### src/hw/rtl/hrlf_pkg.sv
package hrlf_pkg;

    // Header size limit and derived counter widths.
    localparam int MAX_HEADER    = 512;
    localparam int HDR_OUT_W     = 9;
    localparam int HDR_CNT_W     = ($clog2(MAX_HEADER) > HDR_OUT_W) ?
                                   $clog2(MAX_HEADER) : HDR_OUT_W;
    localparam logic [HDR_CNT_W-1:0] HDR_LIMIT = HDR_CNT_W'(MAX_HEADER - 1);

    localparam int LEN_W         = 31;
    localparam int NUM_W         = 32;
    localparam logic [LEN_W-1:0] MAX_CONTENT_RESET = 31'd65536;

    // Key "content-length:" in lower case.
    localparam int KEY_LEN       = 15;
    localparam logic [3:0] KEY_LAST = 4'(KEY_LEN);

    localparam logic [7:0] CH_NUL   = 8'h00;
    localparam logic [7:0] CH_TAB   = 8'h09;
    localparam logic [7:0] CH_LF    = 8'h0A;
    localparam logic [7:0] CH_VT    = 8'h0B;
    localparam logic [7:0] CH_FF    = 8'h0C;
    localparam logic [7:0] CH_CR    = 8'h0D;
    localparam logic [7:0] CH_SPACE = 8'h20;
    localparam logic [7:0] CH_PLUS  = 8'h2B;
    localparam logic [7:0] CH_MINUS = 8'h2D;
    localparam logic [7:0] CH_ZERO  = 8'h30;
    localparam logic [7:0] CH_NINE  = 8'h39;
    localparam logic [7:0] CH_UP_A  = 8'h41;
    localparam logic [7:0] CH_UP_Z  = 8'h5A;

    // Last three header bytes that, followed by LF, end the header.
    localparam logic [23:0] TAIL_CRLFCR = 24'h0D0A0D;

    // Phase codes as seen on the result channel.
    localparam logic [1:0] PH_HEADER = 2'd0;
    localparam logic [1:0] PH_BODY   = 2'd1;
    localparam logic [1:0] PH_DONE   = 2'd2;
    localparam logic [1:0] PH_ERROR  = 2'd3;

    typedef enum logic [1:0] {
        ERR_NONE        = 2'd0,
        ERR_HDR_LONG    = 2'd1,
        ERR_LEN_MISSING = 2'd2,
        ERR_LEN_INVALID = 2'd3
    } err_t;

    typedef enum logic [3:0] {
        ST_HEADER = 4'b0001,
        ST_BODY   = 4'b0010,
        ST_DONE   = 4'b0100,
        ST_ERROR  = 4'b1000
    } state_t;

    typedef enum logic [3:0] {
        NS_SKIP   = 4'b0001,
        NS_SIGN   = 4'b0010,
        NS_DIGITS = 4'b0100,
        NS_END    = 4'b1000
    } num_stage_t;

    function automatic logic [7:0] key_char(input logic [3:0] idx);
        logic [7:0] c;
        unique case (idx)
            4'd0:    c = 8'h63; // c
            4'd1:    c = 8'h6F; // o
            4'd2:    c = 8'h6E; // n
            4'd3:    c = 8'h74; // t
            4'd4:    c = 8'h65; // e
            4'd5:    c = 8'h6E; // n
            4'd6:    c = 8'h74; // t
            4'd7:    c = 8'h2D; // -
            4'd8:    c = 8'h6C; // l
            4'd9:    c = 8'h65; // e
            4'd10:   c = 8'h6E; // n
            4'd11:   c = 8'h67; // g
            4'd12:   c = 8'h74; // t
            4'd13:   c = 8'h68; // h
            4'd14:   c = 8'h3A; // :
            default: c = 8'h00;
        endcase
        return c;
    endfunction

    function automatic logic [1:0] phase_code(input state_t st);
        logic [1:0] p;
        unique case (st)
            ST_HEADER: p = PH_HEADER;
            ST_BODY:   p = PH_BODY;
            ST_DONE:   p = PH_DONE;
            ST_ERROR:  p = PH_ERROR;
            default:   p = PH_ERROR;
        endcase
        return p;
    endfunction

endpackage

### src/hw/rtl/hrlf_if.sv
interface hrlf_in_if;
    logic       valid;
    logic       ready;
    logic [7:0] data_byte;

    modport source (output valid, output data_byte, input ready);
    modport sink   (input valid, input data_byte, output ready);
endinterface

interface hrlf_out_if;
    logic                     valid;
    logic                     ready;
    logic [1:0]               phase;
    logic [1:0]               error_kind;
    logic                     is_payload;
    logic [8:0]               header_bytes;
    logic [30:0]              body_length;
    logic [30:0]              body_count;

    modport source (output valid, output phase, output error_kind, output is_payload,
                    output header_bytes, output body_length, output body_count,
                    input ready);
    modport sink   (input valid, input phase, input error_kind, input is_payload,
                    input header_bytes, input body_length, input body_count,
                    output ready);
endinterface

interface hrlf_cfg_if;
    logic        valid;
    logic        ready;
    logic [30:0] max_content;

    modport source (output valid, output max_content, input ready);
    modport sink   (input valid, input max_content, output ready);
endinterface

### src/hw/rtl/http_response_length_framer.sv
// HTTP response framer by Content-Length.
// The din channel carries one response byte per beat. The header is counted
// and searched, case-insensitively, for the first "Content-Length:" ahead of
// any NUL byte; the decimal value after it is parsed with whitespace skipping,
// an optional sign and saturation. At CR LF CR LF the length is checked and
// the block moves on to count body bytes until the length is reached.
// The dout channel carries one result beat per input beat: phase, error kind,
// payload flag, header count, parsed length and body count after that byte.
// An accepted din beat is registered and shows on dout in the next cycle; one
// beat is taken every cycle while dout does not stall: all per-byte work is a
// single pass of matching, a times-ten shift-add and a few compares into the result register.
// The cfg channel writes max_content; it is always ready and should only be
// written while no beat is in flight.
// Reset returns the framer to the header phase with max_content at 65536.
// When the receiver stalls, the result register holds its beat and din
// still takes a new byte only in the cycle that beat leaves.
// Complete and error are sticky until reset.
module http_response_length_framer
(
    input  logic              clk,
    input  logic              rst_n,
    hrlf_in_if.sink           din,
    hrlf_out_if.source        dout,
    hrlf_cfg_if.sink          cfg
);

    // Configuration register.
    logic [hrlf_pkg::LEN_W-1:0]     max_content_reg;

    // Framer state.
    hrlf_pkg::state_t               state_reg, state_next;
    hrlf_pkg::err_t                 error_reg, error_next;
    logic [hrlf_pkg::HDR_CNT_W-1:0] hdr_cnt_reg, hdr_cnt_next;
    logic [23:0]                    tail_reg, tail_next;
    logic [3:0]                     match_pos_reg, match_pos_next;
    logic                           match_found_reg, match_found_next;
    logic                           halted_reg, halted_next;
    hrlf_pkg::num_stage_t           num_stage_reg, num_stage_next;
    logic                           negative_reg, negative_next;
    logic                           digit_seen_reg, digit_seen_next;
    logic [hrlf_pkg::NUM_W-1:0]     num_value_reg, num_value_next;
    logic [hrlf_pkg::LEN_W-1:0]     length_reg, length_next;
    logic [hrlf_pkg::LEN_W-1:0]     body_cnt_reg, body_cnt_next;
    logic                           payload_next;

    // Result register.
    logic                           out_valid_reg;
    logic [1:0]                     out_phase_reg;
    logic [1:0]                     out_error_reg;
    logic                           out_payload_reg;
    logic [8:0]                     out_hdr_reg;
    logic [hrlf_pkg::LEN_W-1:0]     out_length_reg;
    logic [hrlf_pkg::LEN_W-1:0]     out_count_reg;

    logic                           accept;
    logic [7:0]                     b;
    logic [7:0]                     folded;
    logic                           is_digit;
    logic                           is_ws;
    logic [35:0]                    times_ten;
    logic [hrlf_pkg::NUM_W-1:0]     acc_value;
    logic                           hdr_end;
    logic [hrlf_pkg::LEN_W-1:0]     body_inc;

    // A new byte enters whenever the result register is empty or draining.
    assign din.ready = !out_valid_reg || dout.ready;
    assign accept    = din.valid && din.ready;
    assign cfg.ready = 1'b1;

    assign b        = din.data_byte;
    assign folded   = (b >= hrlf_pkg::CH_UP_A && b <= hrlf_pkg::CH_UP_Z) ?
                      (b + 8'd32) : b;
    assign is_digit = (b >= hrlf_pkg::CH_ZERO) && (b <= hrlf_pkg::CH_NINE);
    assign is_ws    = (b == hrlf_pkg::CH_SPACE) || (b == hrlf_pkg::CH_TAB) ||
                      (b == hrlf_pkg::CH_LF) || (b == hrlf_pkg::CH_VT) ||
                      (b == hrlf_pkg::CH_FF) || (b == hrlf_pkg::CH_CR);

    // value * 10 + digit as shift-add, saturating at all ones.
    assign times_ten = {1'b0, num_value_reg, 3'b000} + {3'b000, num_value_reg, 1'b0} +
                       {28'd0, b - hrlf_pkg::CH_ZERO};
    assign acc_value = (times_ten[35:32] != 4'd0) ? {hrlf_pkg::NUM_W{1'b1}} :
                       times_ten[31:0];

    assign hdr_end  = (tail_reg == hrlf_pkg::TAIL_CRLFCR) && (b == hrlf_pkg::CH_LF);
    assign body_inc = body_cnt_reg + 31'd1;

    always_comb
    begin
        state_next       = state_reg;
        error_next       = error_reg;
        hdr_cnt_next     = hdr_cnt_reg;
        tail_next        = tail_reg;
        match_pos_next   = match_pos_reg;
        match_found_next = match_found_reg;
        halted_next      = halted_reg;
        num_stage_next   = num_stage_reg;
        negative_next    = negative_reg;
        digit_seen_next  = digit_seen_reg;
        num_value_next   = num_value_reg;
        length_next      = length_reg;
        body_cnt_next    = body_cnt_reg;
        payload_next     = 1'b0;

        unique case (state_reg)
            hrlf_pkg::ST_HEADER:
            begin
                if (hdr_cnt_reg >= hrlf_pkg::HDR_LIMIT)
                begin
                    state_next = hrlf_pkg::ST_ERROR;
                    error_next = hrlf_pkg::ERR_HDR_LONG;
                end
                else
                begin
                    hdr_cnt_next = hdr_cnt_reg + 1'b1;
                    tail_next    = {tail_reg[15:0], b};

                    if (match_found_reg)
                    begin
                        // Number parser after the key.
                        unique case (num_stage_reg)
                            hrlf_pkg::NS_SKIP:
                            begin
                                priority if (is_ws)
                                begin
                                    num_stage_next = hrlf_pkg::NS_SKIP;
                                end
                                else if (b == hrlf_pkg::CH_PLUS)
                                begin
                                    num_stage_next = hrlf_pkg::NS_SIGN;
                                end
                                else if (b == hrlf_pkg::CH_MINUS)
                                begin
                                    negative_next  = 1'b1;
                                    num_stage_next = hrlf_pkg::NS_SIGN;
                                end
                                else if (is_digit)
                                begin
                                    num_value_next  = acc_value;
                                    digit_seen_next = 1'b1;
                                    num_stage_next  = hrlf_pkg::NS_DIGITS;
                                end
                                else
                                begin
                                    num_stage_next = hrlf_pkg::NS_END;
                                end
                            end
                            hrlf_pkg::NS_SIGN,
                            hrlf_pkg::NS_DIGITS:
                            begin
                                if (is_digit)
                                begin
                                    num_value_next  = acc_value;
                                    digit_seen_next = 1'b1;
                                    num_stage_next  = hrlf_pkg::NS_DIGITS;
                                end
                                else
                                begin
                                    num_stage_next = hrlf_pkg::NS_END;
                                end
                            end
                            default:
                            begin
                                num_stage_next = num_stage_reg;
                            end
                        endcase
                    end
                    else if (!halted_reg)
                    begin
                        // Key search; a NUL stops it for good.
                        if (b == hrlf_pkg::CH_NUL)
                        begin
                            halted_next = 1'b1;
                        end
                        else
                        begin
                            if (match_pos_reg < hrlf_pkg::KEY_LAST &&
                                folded == hrlf_pkg::key_char(match_pos_reg))
                            begin
                                match_pos_next = match_pos_reg + 1'b1;
                            end
                            else if (folded == hrlf_pkg::key_char(4'd0))
                            begin
                                match_pos_next = 4'd1;
                            end
                            else
                            begin
                                match_pos_next = 4'd0;
                            end
                            if (match_pos_next >= hrlf_pkg::KEY_LAST)
                            begin
                                match_found_next = 1'b1;
                            end
                        end
                    end

                    // The final LF cannot alter the key match or the parsed
                    // value, so the length check works on the stored values.
                    if (hdr_end)
                    begin
                        priority if (!match_found_reg)
                        begin
                            state_next = hrlf_pkg::ST_ERROR;
                            error_next = hrlf_pkg::ERR_LEN_MISSING;
                        end
                        else if (!digit_seen_reg ||
                                 (negative_reg && num_value_reg != '0) ||
                                 (num_value_reg > {1'b0, max_content_reg}))
                        begin
                            state_next = hrlf_pkg::ST_ERROR;
                            error_next = hrlf_pkg::ERR_LEN_INVALID;
                        end
                        else
                        begin
                            length_next = num_value_reg[hrlf_pkg::LEN_W-1:0];
                            state_next  = (num_value_reg == '0) ? hrlf_pkg::ST_DONE :
                                                                  hrlf_pkg::ST_BODY;
                        end
                    end
                end
            end
            hrlf_pkg::ST_BODY:
            begin
                body_cnt_next = body_inc;
                payload_next  = 1'b1;
                if (body_inc >= length_reg)
                begin
                    state_next = hrlf_pkg::ST_DONE;
                end
            end
            default:
            begin
                // Complete and error ignore further bytes.
                state_next = state_reg;
            end
        endcase
    end

    always_ff @(posedge clk or negedge rst_n)
    begin
        if (!rst_n)
        begin
            max_content_reg <= hrlf_pkg::MAX_CONTENT_RESET;
        end
        else if (cfg.valid && cfg.ready)
        begin
            max_content_reg <= cfg.max_content;
        end
    end

    always_ff @(posedge clk or negedge rst_n)
    begin
        if (!rst_n)
        begin
            state_reg       <= hrlf_pkg::ST_HEADER;
            error_reg       <= hrlf_pkg::ERR_NONE;
            hdr_cnt_reg     <= '0;
            tail_reg        <= '0;
            match_pos_reg   <= '0;
            match_found_reg <= 1'b0;
            halted_reg      <= 1'b0;
            num_stage_reg   <= hrlf_pkg::NS_SKIP;
            negative_reg    <= 1'b0;
            digit_seen_reg  <= 1'b0;
            num_value_reg   <= '0;
            length_reg      <= '0;
            body_cnt_reg    <= '0;
        end
        else if (accept)
        begin
            state_reg       <= state_next;
            error_reg       <= error_next;
            hdr_cnt_reg     <= hdr_cnt_next;
            tail_reg        <= tail_next;
            match_pos_reg   <= match_pos_next;
            match_found_reg <= match_found_next;
            halted_reg      <= halted_next;
            num_stage_reg   <= num_stage_next;
            negative_reg    <= negative_next;
            digit_seen_reg  <= digit_seen_next;
            num_value_reg   <= num_value_next;
            length_reg      <= length_next;
            body_cnt_reg    <= body_cnt_next;
        end
    end

    always_ff @(posedge clk or negedge rst_n)
    begin
        if (!rst_n)
        begin
            out_valid_reg <= 1'b0;
        end
        else if (accept)
        begin
            out_valid_reg <= 1'b1;
        end
        else if (dout.ready)
        begin
            out_valid_reg <= 1'b0;
        end
    end

    always_ff @(posedge clk)
    begin
        if (accept)
        begin
            out_phase_reg   <= hrlf_pkg::phase_code(state_next);
            out_error_reg   <= error_next;
            out_payload_reg <= payload_next;
            out_hdr_reg     <= hdr_cnt_next[hrlf_pkg::HDR_OUT_W-1:0];
            out_length_reg  <= length_next;
            out_count_reg   <= body_cnt_next;
        end
    end

    assign dout.valid        = out_valid_reg;
    assign dout.phase        = out_phase_reg;
    assign dout.error_kind   = out_error_reg;
    assign dout.is_payload   = out_payload_reg;
    assign dout.header_bytes = out_hdr_reg;
    assign dout.body_length  = out_length_reg;
    assign dout.body_count   = out_count_reg;

    // An error kind is reported exactly when the phase is error.
    assert property (@(posedge clk) disable iff (!rst_n)
        dout.valid |-> ((dout.error_kind != hrlf_pkg::ERR_NONE) ==
                        (dout.phase == hrlf_pkg::PH_ERROR)))
        else $error("error kind and phase disagree");

    // Payload beats are only ever flagged once the header is over.
    assert property (@(posedge clk) disable iff (!rst_n)
        (dout.valid && dout.is_payload) |-> (dout.phase != hrlf_pkg::PH_HEADER))
        else $error("payload flagged during header");

    // While in the body the count stays below the parsed length.
    assert property (@(posedge clk) disable iff (!rst_n)
        (dout.valid && dout.phase == hrlf_pkg::PH_BODY) |->
            (dout.body_count < dout.body_length))
        else $error("body count reached length without completing");

    // Error is sticky across further input beats.
    assert property (@(posedge clk) disable iff (!rst_n)
        (accept && state_reg == hrlf_pkg::ST_ERROR) |=> (state_reg == hrlf_pkg::ST_ERROR))
        else $error("left the error phase");

endmodule
### src/flat_wrapper.sv
// flat-port wrapper written by rule: the top's interface ports become plain ports
module http_response_length_framer_flat 
  (clk, rst_n, din_valid, din_data_byte, din_ready, dout_valid, dout_phase, dout_error_kind, dout_is_payload, dout_header_bytes, dout_body_length, dout_body_count, dout_ready, cfg_valid, cfg_max_content, cfg_ready);
  hrlf_in_if din_i ();
  hrlf_out_if dout_i ();
  hrlf_cfg_if cfg_i ();
  input  logic clk;
  input  logic rst_n;
  input wire logic [$bits(din_i.valid)-1:0] din_valid;
  input wire logic [$bits(din_i.data_byte)-1:0] din_data_byte;
  output wire logic [$bits(din_i.ready)-1:0] din_ready;
  output wire logic [$bits(dout_i.valid)-1:0] dout_valid;
  output wire logic [$bits(dout_i.phase)-1:0] dout_phase;
  output wire logic [$bits(dout_i.error_kind)-1:0] dout_error_kind;
  output wire logic [$bits(dout_i.is_payload)-1:0] dout_is_payload;
  output wire logic [$bits(dout_i.header_bytes)-1:0] dout_header_bytes;
  output wire logic [$bits(dout_i.body_length)-1:0] dout_body_length;
  output wire logic [$bits(dout_i.body_count)-1:0] dout_body_count;
  input wire logic [$bits(dout_i.ready)-1:0] dout_ready;
  input wire logic [$bits(cfg_i.valid)-1:0] cfg_valid;
  input wire logic [$bits(cfg_i.max_content)-1:0] cfg_max_content;
  output wire logic [$bits(cfg_i.ready)-1:0] cfg_ready;
  assign din_i.valid = din_valid;
  assign din_i.data_byte = din_data_byte;
  assign din_ready = din_i.ready;
  assign dout_valid = dout_i.valid;
  assign dout_phase = dout_i.phase;
  assign dout_error_kind = dout_i.error_kind;
  assign dout_is_payload = dout_i.is_payload;
  assign dout_header_bytes = dout_i.header_bytes;
  assign dout_body_length = dout_i.body_length;
  assign dout_body_count = dout_i.body_count;
  assign dout_i.ready = dout_ready;
  assign cfg_i.valid = cfg_valid;
  assign cfg_i.max_content = cfg_max_content;
  assign cfg_ready = cfg_i.ready;
  http_response_length_framer u_core (.clk(clk), .rst_n(rst_n), .din(din_i), .dout(dout_i), .cfg(cfg_i));
endmodule
### config.mk
export PLATFORM = sky130hd
export DESIGN_NAME = http_response_length_framer_flat
export DESIGN_NICKNAME = d
export VERILOG_FILES = /design/src/hw/rtl/hrlf_pkg.sv /design/src/hw/rtl/hrlf_if.sv /design/src/hw/rtl/http_response_length_framer.sv /design/src/flat_wrapper.sv
export SDC_FILE = /design/constraint.sdc
export NUM_CORES = 1
export LEC_CHECK = 0
export BUFFER_PORTS_ARGS = -buffer_cell sky130_fd_sc_hd__buf_4
export CORE_MARGIN = 2
export CORE_UTILIZATION = 45
export CTS_BUF_LIST = sky130_fd_sc_hd__clkbuf_8
export DETAILED_ROUTE_END_ITERATION = 12
export PLACE_DENSITY = 0.64
export RECOVER_POWER = 50
export SYNTH_ARGS = -nofsm -noshare
export SYNTH_HDL_FRONTEND = slang
export SYNTH_SLANG_ARGS = --single-unit
### constraint.sdc
create_clock -name clk -period 11.4 [get_ports clk]
set_input_delay 1.14 -clock clk [delete_from_list [all_inputs] [get_ports clk]]
set_output_delay 1.14 -clock clk [all_outputs]
set_load 0.01 [all_outputs]
==> flow_summary.html <==
<table>
<tr><th>Metric</th><th>Value</th></tr>
<tr><th colspan="2">Timing</th></tr>
<tr><td>Max-slew violation count</td><td>294</td></tr>
<tr><td>Remaining max-slew budget at the tightest pin</td><td>-228%</td></tr>
<tr><td>Endpoints failing hold</td><td>0</td></tr>
<tr><td>Final number of setup-violating endpoints</td><td>0</td></tr>
<tr><td>TNS Setup</td><td>0 ns</td></tr>
<tr><td>Pin slew with the least headroom to its limit</td><td>4.92 ns</td></tr>
<tr><td>F_max</td><td>0.146 GHz</td></tr>
<tr><td>Minimum period implied by the final worst setup slack</td><td>6.85 ns</td></tr>
<tr><td>Setup slack of the critical path after layout</td><td>4.55 ns</td></tr>
<tr><td>Post-route fraction of the period consumed by the critical path</td><td>60.1%</td></tr>
<tr><td>Unrepaired setup endpoints after global routing</td><td>false</td></tr>
<tr><td>Worst clock skew</td><td>0.0266 ns</td></tr>
<tr><th colspan="2">Placement</th></tr>
<tr><td>Number of buffers inserted by port buffering</td><td>121</td></tr>
<tr><td>Worst slack after detailed placement</td><td>5.72 ns</td></tr>
<tr><td>GP Congestion</td><td>0.894</td></tr>
<tr><td>DP Cell Count</td><td>2053</td></tr>
<tr><td>HPWL reported at the end of detailed placement</td><td>26.3 mm</td></tr>
<tr><th colspan="2">Clocking</th></tr>
<tr><td>Clock slew at the register clock pins of the worst setup and hold paths</td><td>0.06 ns</td></tr>
<tr><td>Htree depth</td><td>2</td></tr>
<tr><td>Number of buffers added to fix hold violations after cts</td><td>0</td></tr>
<tr><td>Root buffer selected by CTS</td><td>sky130_fd_sc_hd__clkbuf_8</td></tr>
<tr><td>Total CTS buffers</td><td>45</td></tr>
<tr><td>Clock tree sinks</td><td>253</td></tr>
<tr><td>Post-cts gate resize count</td><td>0</td></tr>
<tr><td>Clock insertion delay at the later pin of the skew report</td><td>0.57 ns</td></tr>
<tr><td>Maximum clock path buffer count</td><td>3</td></tr>
<tr><td>Post CTS Setup Buffer Count</td><td>0</td></tr>
<tr><td>CTS tree</td><td>built</td></tr>
<tr><th colspan="2">Yosys</th></tr>
<tr><td>Synth Cell Area</td><td>15300 um^2</td></tr>
<tr><td>#FFs+latches synth</td><td>253</td></tr>
<tr><td>Number of warnings printed during yosys synthesis</td><td>0</td></tr>
<tr><td>Number of instances in the synthesized netlist</td><td>1537</td></tr>
<tr><td>Top cells by area, synth</td><td>sky130_fd_sc_hd__dfrtp_1 28%, sky130_fd_sc_hd__edfxtp_1 15%, sky130_fd_sc_hd__ha_1 11%, sky130_fd_sc_hd__nand2_1 4.8%, sky130_fd_sc_hd__xnor2_1 4.5%</td></tr>
<tr><td>Post-synthesis cell type count</td><td>84</td></tr>
<tr><td>Proportion of synthesized chip area in sequential cells</td><td>43.8%</td></tr>
<tr><td>Net count after synthesis</td><td>1723</td></tr>
<tr><td>Number of synthesized flops with an enable pin</td><td>76</td></tr>
<tr><td>Prevailing post-synth register cell</td><td>sky130_fd_sc_hd__dfrtp_1</td></tr>
<tr><td>Mean Syn Cell Area</td><td>9.98 um^2</td></tr>
<tr><td>Biggest area consumer among synthesized cells</td><td>sky130_fd_sc_hd__dfrtp_1</td></tr>
<tr><td>Async set-or-reset flop fraction in the synthesized netlist</td><td>70.0%</td></tr>
<tr><td>Area share of the leading cell type in the synthesized netlist</td><td>28.4%</td></tr>
<tr><th colspan="2">Setup path</th></tr>
<tr><td>Crit-path leading delay family</td><td>buffers and inverters</td></tr>
<tr><td>CP peak stage delay</td><td>3.36 ns</td></tr>
<tr><td>Arrival time worst endpoint</td><td>7.47 ns</td></tr>
<tr><td>Ordered list of cells on the worst path</td><td>clkbuf_1, clkbuf_1, buf_4</td></tr>
<tr><td>Kind of launch point of the worst setup path</td><td>input port</td></tr>
<tr><td>Critical Setup Path Class</td><td>input port to async pin</td></tr>
<tr><td>Buffers plus inverters on the worst setup path</td><td>3</td></tr>
<tr><td>Crit end category</td><td>async pin</td></tr>
<tr><td>Most used cell along the critical path</td><td>sky130_fd_sc_hd__clkbuf_1</td></tr>
<tr><td>Max Fanout on Critical Path</td><td>83</td></tr>
<tr><td>Register-to-register setup slack</td><td>6.13 ns</td></tr>
<tr><td>Req. time, crit path</td><td>12.02 ns</td></tr>
<tr><td>CP max stage cell</td><td>sky130_fd_sc_hd__clkbuf_1</td></tr>
<tr><th colspan="2">Power and ir drop</th></tr>
<tr><td>Maximum resistive drop on vdd</td><td>0.0657 mV</td></tr>
<tr><td>Power per unit of standard cell area</td><td>116 nW/um^2</td></tr>
<tr><td>Pleak</td><td>0.00812 uW</td></tr>
<tr><th colspan="2">Floorplanning</th></tr>
<tr><td>Number of placed I/O pins</td><td>123</td></tr>
<tr><td>Initial cell density of the core</td><td>45.8%</td></tr>
<tr><td>Standard cell core area</td><td>33500 um^2</td></tr>
<tr><td>Horizontal die dimension</td><td>189 um</td></tr>
<tr><td>Standard-cell rows</td><td>67</td></tr>
<tr><td>Total Die Area</td><td>35600 um^2</td></tr>
<tr><td>Vertical extent of the die</td><td>189 um</td></tr>
<tr><th colspan="2">Detailed routing</th></tr>
<tr><td>Drt first pass iters</td><td>5</td></tr>
<tr><td>Drc violations</td><td>0</td></tr>
<tr><td>Vias per Instance</td><td>5.38</td></tr>
<tr><td>Number of antenna-violating nets in the routed design</td><td>0</td></tr>
<tr><td>DR iter-0 viols</td><td>695</td></tr>
<tr><td>Average wire length per cell after detail routing</td><td>17.0 um</td></tr>
<tr><td>Routed WL</td><td>36.2 mm</td></tr>
<tr><td>Count of vias placed by the detailed router</td><td>11.5k</td></tr>
<tr><th colspan="2">Cells and area</th></tr>
<tr><td>Number of nets at the end of the flow</td><td>1838</td></tr>
<tr><td>Proportion of layout cells with a drive suffix above 1</td><td>11.8%</td></tr>
<tr><td>Number of flip-flops under the largest register name</td><td>32</td></tr>
<tr><td>Non-filler cells in the finished layout</td><td>2135</td></tr>
<tr><td>Diodes inserted</td><td>0</td></tr>
<tr><td>Synthesis-to-layout area growth</td><td>12.3%</td></tr>
<tr><td>Most frequent cells in the layout</td><td>195 x sky130_fd_sc_hd__nand2_1, 174 x sky130_fd_sc_hd__dfrtp_1, 136 x sky130_fd_sc_hd__ha_1, 114 x sky130_fd_sc_hd__nor2_1, 113 x sky130_fd_sc_hd__inv_1</td></tr>
<tr><td>Leading cell type in the layout, fill and taps excluded</td><td>sky130_fd_sc_hd__nand2_1</td></tr>
<tr><th colspan="2">Global routing</th></tr>
<tr><td>Number of antenna violations at the first check in global routing</td><td>0</td></tr>
<tr><td>Gr usage total</td><td>20.7%</td></tr>
<tr><td>Number of global-route vias before repair</td><td>11.3k</td></tr>
<tr><td>Overflow left after global routing</td><td>0</td></tr>
<tr><td>Global-route wire length before repair</td><td>59.4 mm</td></tr>
<tr><td>Largest net degree at the start of global routing</td><td>84</td></tr>
<tr><th colspan="2">Status</th></tr>
<tr><td>Failing checks</td><td>capacitance limit, slew limit</td></tr>
<tr><td>Run status</td><td>complete, but fails checks</td></tr>
<tr><th colspan="2">Flow run</th></tr>
<tr><td>Max-cap violation count</td><td>5</td></tr>
<tr><th colspan="2">Worst hold path</th></tr>
<tr><td>Type of the most critical hold path</td><td>flip-flop to flip-flop</td></tr>
</table>
kinds of logic after synthesis:
| logic type | after synthesis | share of synthesized area, % |
|---|---|---|
| adder cells (fa/ha/maj) | 142 | 11.9 |
| flip-flops | 253 | 43.8 |
| other | 1 | 0.0244 |
| buffers and inverters | 163 | 4.48 |
| XOR/XNOR | 144 | 8.27 |
| AND/OR/NAND/NOR | 502 | 15.7 |
| multiplexers | 65 | 4.74 |
| AO/OA/AOI/OAI | 267 | 11.2 |
power by group:
part           switching [uW]  internal [uW]  total (uW)
combinational             103           64.2         167
sequential               18.2            980         998
clock                     378            455         833
total                     499           1500        2000
synth_stat cells (7+ instances only):
cell type,number
sky130_fd_sc_hd__nand2_1,195
sky130_fd_sc_hd__dfrtp_1,174
sky130_fd_sc_hd__ha_1,136
sky130_fd_sc_hd__nor2_1,114
sky130_fd_sc_hd__inv_1,100
sky130_fd_sc_hd__xnor2_1,78
sky130_fd_sc_hd__edfxtp_1,76
sky130_fd_sc_hd__o21ai_0,65
sky130_fd_sc_hd__xor2_1,65
sky130_fd_sc_hd__a21oi_1,59
sky130_fd_sc_hd__mux2_2,54
sky130_fd_sc_hd__clkbuf_1,39
sky130_fd_sc_hd__a31oi_1,38
sky130_fd_sc_hd__a21o_1,32
sky130_fd_sc_hd__nand4_1,31
sky130_fd_sc_hd__nand3_1,26
sky130_fd_sc_hd__nor3_1,22
sky130_fd_sc_hd__and3_1,16
sky130_fd_sc_hd__nor4_1,16
sky130_fd_sc_hd__nor2b_1,15
sky130_fd_sc_hd__nand2b_1,14
sky130_fd_sc_hd__or3_1,12
sky130_fd_sc_hd__buf_6,8
sky130_fd_sc_hd__nor4b_1,8
sky130_fd_sc_hd__and4_1,7
sky130_fd_sc_hd__buf_2,7
sky130_fd_sc_hd__mux2i_1,7
sky130_fd_sc_hd__o211ai_1,7
sky130_fd_sc_hd__o21a_1,7
area by class of cell:
| cell class | instances | area (um^2) |
|---|---|---|
| fill | 3200 | 16300 |
| multi-input combinational | 1121 | 7960 |
| sequential | 253 | 6720 |
| timing repair buffer | 130 | 713 |
| clock buffer | 51 | 702 |
| tap | 448 | 561 |
| inverter | 101 | 380 |
| clock inverter | 31 | 189 |
final timing paths:
check,cells after the start,to,startpoint
max,3,u_core.num_value_reg[10],rst_n
min,1,u_core.halted_reg,u_core.halted_reg
max reg2reg,8,u_core.body_cnt_reg[18],u_core.dout.valid
min reg2reg,1,u_core.halted_reg,u_core.halted_reg
max in group clk,9,u_core.body_cnt_reg[18],dout_ready
min in group asynchronous,1,u_core.max_content_reg[4],rst_n
routing by layer:
layer  vias to the layer above  routed length [um]  track usage [%]  part of all wire (%)
li1                       5643                   -                -                     -
met1                      5498               17600             29.6                    48
met2                       281               16100             32.5                    44
met3                        62                1680             3.05                   4.6
met4                         0                 890             5.86                   2.5
met5                         -                   0                0                     0
worst reg2reg max path, cell delays in order, from the launching register on:
cell	delay, ns
sky130_fd_sc_hd__dfrtp_1	0.34
sky130_fd_sc_hd__nand2b_1	0.09
sky130_fd_sc_hd__nand2_1	0.08
sky130_fd_sc_hd__clkbuf_1	0.65
sky130_fd_sc_hd__clkinvlp_2	2.27
sky130_fd_sc_hd__buf_4	1.11
sky130_fd_sc_hd__nand2_1	0.36
sky130_fd_sc_hd__nor2_1	0.10
sky130_fd_sc_hd__xor2_1	0.15
per-stage QoR:
step | power (uW) | instance area, um^2 | hold slack, ns | util, %
CTS | 2030 | 17500 | 0.471 | 52.2
global route | 2090 | 17200 | 0.500 | 51.4
global placement | 1190 | 16600 | 0.438 | 49.5
finish | 2000 | 17200 | 0.470 | 51.4
floorplan | 1110 | 15300 | 0.428 | -
detailed placement | 1190 | 16600 | 0.456 | 49.5
(Power assumes the default switching activity.)
